<file path="src/level_triggered_sample_capture_assert.svh">
// assertion macros for the level triggered sample capture block
`ifndef LEVEL_TRIGGERED_SAMPLE_CAPTURE_ASSERT_SVH
`define LEVEL_TRIGGERED_SAMPLE_CAPTURE_ASSERT_SVH

`ifndef NO_ASSERTIONS
// checked outside reset only
`define LTSC_ASSERT(label, prop, msg) \
  label: assert property (@(posedge clk) disable iff (rst) prop) else $error(msg);
// checked on every edge, reset included
`define LTSC_ASSERT_ALWAYS(label, prop, msg) \
  label: assert property (@(posedge clk) prop) else $error(msg);
`else
`define LTSC_ASSERT(label, prop, msg)
`define LTSC_ASSERT_ALWAYS(label, prop, msg)
`endif

`endif

</file>
<file path="src/ltsc_pkg.sv">
// shared types and constants for the level triggered sample capture block
package ltsc_pkg;

  localparam int BUFFER_DEPTH = 1024;
  localparam int SAMPLE_BITS  = 12;
  localparam int ADDR_BITS    = (BUFFER_DEPTH > 1) ? $clog2(BUFFER_DEPTH) : 1;
  localparam int COUNT_BITS   = $clog2(BUFFER_DEPTH + 1);
  localparam int CFG_DATA_BITS = (COUNT_BITS > SAMPLE_BITS) ? COUNT_BITS : SAMPLE_BITS;
  localparam int CFG_INDEX_BITS = 2;
  localparam int KIND_BITS    = 3;

  typedef enum logic [KIND_BITS-1:0] {
    KIND_TICK    = 3'd0,
    KIND_TRIGGER = 3'd1,
    KIND_ARM     = 3'd2,
    KIND_STOP    = 3'd3,
    KIND_READ    = 3'd4
  } kind_t;

  typedef enum logic [1:0] {
    PH_OFF       = 2'd0,
    PH_ARMED     = 2'd1,
    PH_CAPTURING = 2'd2,
    PH_FINISHED  = 2'd3
  } phase_t;

  typedef enum logic [1:0] {
    ST_OK    = 2'd0,
    ST_BUSY  = 2'd1,
    ST_RANGE = 2'd2
  } status_t;

  typedef enum logic [CFG_INDEX_BITS-1:0] {
    REG_SAMPLE_LIMIT      = 2'd0,
    REG_TRIGGER_THRESHOLD = 2'd1
  } reg_index_t;

  // per transaction result of the control logic
  typedef struct packed {
    status_t                status;
    phase_t                 phase;
    logic [COUNT_BITS-1:0]  count;
    logic                   read_ok;
  } ctl_result_t;

endpackage

</file>
<file path="src/ltsc_ctrl.sv">
// capture state, configuration registers and per transaction decode
`include "level_triggered_sample_capture_assert.svh"

module ltsc_ctrl (
  input  logic                                clk,
  input  logic                                rst,
  input  logic                                take,
  input  logic [ltsc_pkg::KIND_BITS-1:0]      kind,
  input  logic [ltsc_pkg::SAMPLE_BITS-1:0]    adc_sample,
  input  logic [ltsc_pkg::ADDR_BITS-1:0]      read_index,
  input  logic                                cfg_write,
  input  logic [ltsc_pkg::CFG_INDEX_BITS-1:0] cfg_index,
  input  logic [ltsc_pkg::CFG_DATA_BITS-1:0]  cfg_data,
  output logic                                wr_en,
  output logic [ltsc_pkg::ADDR_BITS-1:0]      wr_addr,
  output ltsc_pkg::ctl_result_t               result
);
  import ltsc_pkg::*;

  phase_t                 phase;
  phase_t                 phase_next;
  logic [COUNT_BITS-1:0]  fill_count;
  logic [COUNT_BITS-1:0]  fill_count_next;
  logic [COUNT_BITS-1:0]  sample_limit;
  logic [SAMPLE_BITS-1:0] trigger_threshold;
  logic [COUNT_BITS-1:0]  limit_wdata;
  logic                   buf_has_room;

  assign limit_wdata  = cfg_data[COUNT_BITS-1:0];
  assign buf_has_room = fill_count < COUNT_BITS'(BUFFER_DEPTH);

  always_comb begin
    phase_next      = phase;
    fill_count_next = fill_count;
    wr_en           = 1'b0;
    wr_addr         = fill_count[ADDR_BITS-1:0];
    result.status   = ST_OK;
    result.read_ok  = 1'b0;
    if (take) begin
      case (kind)
        KIND_TICK: begin
          if (phase == PH_ARMED) begin
            if (adc_sample <= trigger_threshold) begin
              // trigger fires: this sample goes to the head of the buffer
              phase_next      = PH_CAPTURING;
              fill_count_next = COUNT_BITS'(1);
              wr_en           = 1'b1;
              wr_addr         = '0;
            end
          end else if (phase == PH_CAPTURING) begin
            if (fill_count < sample_limit) begin
              if (buf_has_room) begin
                wr_en           = 1'b1;
                fill_count_next = fill_count + COUNT_BITS'(1);
              end
            end else begin
              phase_next = PH_FINISHED;
            end
          end
        end
        KIND_TRIGGER, KIND_ARM: begin
          if (phase == PH_CAPTURING) begin
            result.status = ST_BUSY;
          end else begin
            fill_count_next = '0;
            phase_next      = (kind == KIND_TRIGGER) ? PH_CAPTURING : PH_ARMED;
          end
        end
        KIND_STOP: begin
          phase_next      = PH_OFF;
          fill_count_next = '0;
        end
        KIND_READ: begin
          if ({1'b0, read_index} < fill_count) begin
            result.read_ok = 1'b1;
          end else begin
            result.status = ST_RANGE;
          end
        end
        default: begin
        end
      endcase
    end
    result.phase = phase_next;
    result.count = fill_count_next;
  end

  always_ff @(posedge clk) begin
    if (rst) begin
      phase             <= PH_OFF;
      fill_count        <= '0;
      sample_limit      <= '0;
      trigger_threshold <= '0;
    end else begin
      phase      <= phase_next;
      fill_count <= fill_count_next;
      // register writes are dropped while a capture runs
      if (cfg_write && phase != PH_CAPTURING) begin
        unique case (cfg_index)
          REG_SAMPLE_LIMIT: begin
            if (limit_wdata <= COUNT_BITS'(BUFFER_DEPTH)) begin
              sample_limit <= limit_wdata;
            end
          end
          REG_TRIGGER_THRESHOLD: trigger_threshold <= cfg_data[SAMPLE_BITS-1:0];
          default: begin
          end
        endcase
      end
    end
  end

  `LTSC_ASSERT(a_count_in_range, fill_count <= COUNT_BITS'(BUFFER_DEPTH), "fill count past buffer depth")
  `LTSC_ASSERT(a_write_needs_take, wr_en |-> take && phase_next == PH_CAPTURING, "buffer write outside a capturing tick")
  `LTSC_ASSERT(a_trigger_starts, take && kind == KIND_TRIGGER && phase != PH_CAPTURING |=> phase == PH_CAPTURING && fill_count == '0, "trigger now did not start a capture")
endmodule

</file>
<file path="config.mk">
export PLATFORM = sky130hd
export DESIGN_NAME = ltsc_ctrl
export DESIGN_NICKNAME = d
export VERILOG_FILES = /design/src/ltsc_pkg.sv /design/src/ltsc_ctrl.sv
export VERILOG_INCLUDE_DIRS = /design/src /design/src/src
export SDC_FILE = /design/constraint.sdc
export NUM_CORES = 1
export LEC_CHECK = 0
export BUFFER_PORTS_ARGS = -buffer_cell sky130_fd_sc_hd__buf_2
export CELL_PAD_IN_SITES_DETAIL_PLACEMENT = 0
export CELL_PAD_IN_SITES_GLOBAL_PLACEMENT = 2
export CORE_UTILIZATION = 30
export DETAILED_ROUTE_END_ITERATION = 8
export GPL_TIMING_DRIVEN = 0
export PLACE_DENSITY = 0.81
export SKIP_CTS_REPAIR_TIMING = 1
export SYNTH_ARGS = -nofsm -noshare
export SYNTH_HDL_FRONTEND = slang
export SYNTH_SLANG_ARGS = --single-unit
</file>
<file path="constraint.sdc">
create_clock -name clk -period 2.5 [get_ports clk]
set_input_delay 0.125 -clock clk [delete_from_list [all_inputs] [get_ports clk]]
set_output_delay 0.125 -clock clk [all_outputs]
set_load 0.005 [all_outputs]
</file>
======== After elaboration in Yosys (flattened, before gate mapping) ========
Cells that the tools add are included.
word-level totals
  flip-flop bits (word level) ............. 36
  bits of input ports ..................... 43
  logic and storage cells ................. 58
  output and inout port bits .............. 27
operators by class
  multiplexer cells ....................... 34
  magnitude comparators ................... 5
  reduce and logical (&&, ||, !) cells .... 6
  add/sub/neg operators ................... 1
  eq/ne operators ......................... 8
operator list
  cell                                                 number
  two-way mux 11 bit                                   7
  two-way mux 10 bit                                   4
  one-hot mux 11 bit (3 select lines)                  1
  two-way mux 2 bit                                    9
  <= comparator 12 bit                                 1
  adder 11 x 1 -> 11 bit, second input constant        1
  <= comparator 11 bit, second input constant          1
  < comparator 10 x 11 -> 1 bit                        1
  < comparator 11 bit                                  1
  < comparator 11 bit, second input constant           1
  two-way mux 1 bit                                    11
  equality test 3 x 2 -> 1 bit, second input constant  2
  one-hot mux 2 bit (3 select lines)                   1
  equality test 2 x 1 -> 1 bit, second input constant  2
  one-hot mux 2 bit (2 select lines)                   1
  equality test 3 x 1 -> 1 bit, second input constant  1
  equality test 3 bit, second input constant           1
  logical NOT 3 bit                                    1
  AND reduction 3 bit                                  1
  equality test 2 bit, second input constant           1
  logical NOT 2 bit                                    1
  != test 2 bit, second input constant                 1
  AND reduction 2 bit                                  1
  OR reduction 2 bit                                   1
  logical AND 1 bit                                    1

======== Logic depth before layout (Yosys ltp) ========
  word-level depth ........................ 7
  depth in mapped cells ................... 10
  depth with buffers taken out ............ 9

======== Least setup slack after synthesis ========
OpenSTA, ideal clock, no wires.
  path type ............................... reg-to-output
  start ................................... register fill_count[8]
  end ..................................... output result[6] in the netlist's numbering
  slack ................................... 222 ps
  arrival ................................. 2153 ps
  cell stages (with the launch flop) ...... 8
  data required time ...................... 2375 ps
  buffers on the path ..................... 0
  cell sequence ........................... dfxtp_1 > ha_1 > a21oi_1 > o21ai_0 > a31o_2 > or3_1 > or4_4 > a21oi_1
RTL lines
  what                    line             RTL
  start, declared         ltsc_ctrl.sv:22  logic [COUNT_BITS-1:0] fill_count;
  start signal, assigned  ltsc_ctrl.sv:96  fill_count <= fill_count_next;
  end, declared           ltsc_ctrl.sv:16  output ltsc_pkg::ctl_result_t result

==> results.md <==
* Num rows at 33
* Seq/Total Area, Yosys at 27.8%
* Hold path start: cfg_data[11]
* Sw Pwr at 373 uW
* Synth-to-layout area growth at 43.5%
* Die Y at 95.0 microns
* Place WS at -0.580 ns
* Post-synthesis xor/xnor area fraction at 0.338%
* Post-synthesis cell type count at 55
* Post-synth EDFFs at 0
* PwrDens at 372 mW/mm^2
* Hold WC Path Type: input port to flip-flop
* Simple-Gate Fraction of Synth Area at 21.0%
* Main combinational cell family by area after synthesis: simple AND/OR/NAND/NOR gates
* Post-synthesis compound-gate area fraction at 20.5%
* Fin. max-slew vios at 0
* Final Setup Violations at 3
* Top Ports at 70
* Worst path cell trace: and2b_4 > nand2b_4 > or3_4 > or3_4 > or4_4 > a21oi_2 > buf_2
* Crit-path most repeated cell: or3_4
* Buf/Inv on CP at 1
* Crit path from: phase[0]$_SDFF_PP0_
* RSZ-0062 raised after global routing: true
* R2R Setup Slk at 0.20 ns
* WL per Instance at 14.4 microns
* Syn nets at 393
* Overflow left after global routing at 0
* Adder-cell share of the synthesized area at 15.4%
* Clk pwr share at 36.4%
* Antenna Nets Post-Route at 0
* CTS tree: built
* Critical path's top delay family: simple AND/OR/NAND/NOR gates
* Design Area, Final at 0.00372 sq mm
* Sw Ratio at 26.9%
* Detailed Place HPWL at 5.63 mm
* Clock Skew at 0.00506 ns
* Measured slew at the worst slew-check pin at 0.857 ns
* Final period utilization at 103%
* Final std cells w/o fill at 512
* Largest net degree at the start of global routing at 12
* Routed wire length at 7.39 mm
* CP arrival at 2.46 ns
* # clock sinks at 36
* Fin crit period at 2.59 ns
* Worst path max stage delay at 0.44 ns
* GRT Util Overall at 16.1%
* Reg power frac at 42.5%
* Clk root buf: clkbuf_8
* Setup ws final at -0.0860 ns
* # fillers at 836
* Status: complete, but fails checks
* H-tree Lvls at 2
* Synth Area per Inst at 8.16 sq um
* CTS Buf Count at 5
* DR vias/cell at 5.17
* RR Startpoint: phase[0]$_SDFF_PP0_
* Core Footprint at 0.00830 sq mm
* Post-synth ARST share at 0%
* Post-Synthesis Cell Area at 0.00259 sq mm
* Fmax at 0.387 GHz
* Flops & latches, synth at 36
* Chip width at 95.0 microns
* Comb power frac at 21.1%
* Setup TNS at -0.120 ns
* Slew headroom at 42.4%
* Clock Path Buffers at 2
* Placed Instance Area at 0.00307 sq mm
* Vias in the first global route at 2336
* CP Capture Type: primary output
* Cell taking the most area after synthesis: dfxtp_1
* Die area at 0.00903 sq mm
* Fin. Hold Viols at 0
* VDD IR-drop max at 0.250 mV
* Yosys top cell area share at 27.8%
* Crit-path slowest cell: or4_4
* Crit path kind: flip-flop to primary output
* Reg2Reg Depth at 7
* Initial core utilization at 31.3%
* Total vias in the final route at 2649
* Worst Setup Start Kind: flip-flop
* Clk slew on worst S/H paths at 0.07 ns
* CP Depth at 7
* Cells after Synth at 318
* Internal cell power at 1010 uW
* Primary FF master, synth: dfxtp_1
* DRT iter0 DRCs at 94
* Critical path peak fanout at 4
* Post-synthesis mux area share at 8.49%
* Crit path required time at 2.38 ns
* First-pass GRT wire length at 11.3 mm
* Share of cells above drive strength 1 at 44.2%
* Synth area leaders: dfxtp_1, ha_1, mux2i_1
* FF-to-FF End: fill_count[5]$_SDFF_PP0_
* Warnings, synthesis at 0
* Drt drc at 0
* Failing checks: negative setup slack
* MaxCap Viol Count at 0
* Initial DRT Pass Iterations at 4
* Worst setup endpoint: result[6]
* Clk Latency, worst-skew pair at 0.28 ns
* Initial antenna violation count at 0
* Leak at 0.00156 uW
* ANT cells at 0
* Nets at 481
* Placed Cells at 491
* Port Buf Inserts at 68
* GP Congestion at 0.785
## sequential cells by signal (all words and copies together), names as in the netlist
name	cells
phase	2
fill_count	11
trigger_threshold	12
sample_limit	11
## how the worst min path moves through the flow
stage / endpoint / slack [ns] / cells past startpoint
after global routing: fill_count[4]$_SDFF_PP0_ / 0.09 / 2
after CTS: trigger_threshold[11]$_SDFFE_PP0P_ / 0.07 / 3
after floorplan: fill_count[4]$_SDFF_PP0_ / 0.20 / 1
final: trigger_threshold[11]$_SDFFE_PP0P_ / 0.08 / 3
after global placement: trigger_threshold[11]$_SDFFE_PP0P_ / 0.37 / 3
after detailed placement: trigger_threshold[11]$_SDFFE_PP0P_ / 0.37 / 3
## power groups by stage
stage | sequential (uW) | clock [uW] | combinational, uW
2_1_floorplan | 603 | 0 | 130
3_3_place_gp | 605 | 0 | 209
3_5_place_dp | 605 | 0 | 212
4_1_cts | 592 | 520 | 214
5_1_grt | 591 | 548 | 326
6_report | 590 | 504 | 293
## routing by layer
| layer | track usage [%] | part of all wire, % |
|---|---|---|
| met1 | 22.2 | 49 |
| met2 | 26.3 | 47 |
| met3 | 2.66 | 3.8 |
| met4 | 3.41 | 0.55 |
| met5 | 0 | 0 |
## placed cells by master, fill, tap and decap left out, drive strengths merged, types with 2 or more instances in the layout
| master | netlist | routed |
|---|---|---|
| nor2b | 4 | 4 |
| and3 | 2 | 2 |
| or4 | 2 | 2 |
| inv | 33 | 33 |
| a31o | 2 | 2 |
| a21oi | 19 | 20 |
| nand2 | 24 | 24 |
| a311oi | 4 | 4 |
| clkbuf | 9 | 13 |
| nor3 | 4 | 4 |
| a21o | 2 | 2 |
| ha | 32 | 32 |
| a221oi | 3 | 3 |
| buf | 2 | 84 |
| nor4 | 6 | 6 |
| a211oi | 6 | 6 |
| mux2i | 22 | 22 |
| o211ai | 3 | 3 |
| dfxtp | 36 | 36 |
| or3 | 3 | 3 |
| nand2b | 4 | 4 |
| and2 | 7 | 7 |
| nand3 | 4 | 4 |
| nor2 | 32 | 32 |
| a31oi | 14 | 14 |
| o21ai | 15 | 15 |
| nand4 | 5 | 5 |
## through the flow
step	power (uW)	util, %	hold WS (ns)
3_3_place_gp	814	37.0	0.374
5_1_grt	1470	44.9	0.0889
6_report	1390	44.9	0.0757
3_5_place_dp	818	37.0	0.369
4_1_cts	1330	38.2	0.0683
2_1_floorplan	733	-	0.203
## area by class of cell
class | instances | area, sq um | share of cell area, %
multi-input combinational | 239 | 2110 | 56.7
clock buffer | 6 | 72.6 | 1.95
buffer | 10 | 48.8 | 1.31
clock inverter | 2 | 35.0 | 0.941
timing repair buffer | 81 | 445 | 12.0
sequential | 36 | 757 | 20.3
inverter | 33 | 124 | 3.33
tap | 105 | 131 | 3.53
## synthesized netlist by cell type (2+ instances only)
library cell	number
nor2_1	32
nand4_1	5
a311oi_1	4
nor2b_1	4
a21oi_1	19
clkbuf_1	9
nand3_1	4
o21ai_0	5
a21o_1	2
a211oi_1	5
o21ai_1	10
nor4_1	5
or3_1	3
mux2i_1	22
dfxtp_1	36
nand2b_1	3
a31oi_1	14
inv_1	33
o211ai_1	3
a221oi_1	3
nor3_1	3
nand2_1	24
and3_1	2
ha_1	32
and2_1	6
## worst reg2reg max path: stages (launching register included)
cell and delay, ns:
dfxtp_2 0.32, and2b_4 0.28, nand2b_4 0.08, or3_4 0.38, or3_4 0.40, or4_4 0.44, buf_4 0.15, a211oi_2 0.18
## cell families after synthesis
kind of cell / count (synthesis)
compound gates: 79
mux: 22
xor+xnor: 1
simple gates: 104
flops: 36
fa+ha+maj: 32
buf+inv: 44
Note: power is estimated with default switching activity, not from simulation.
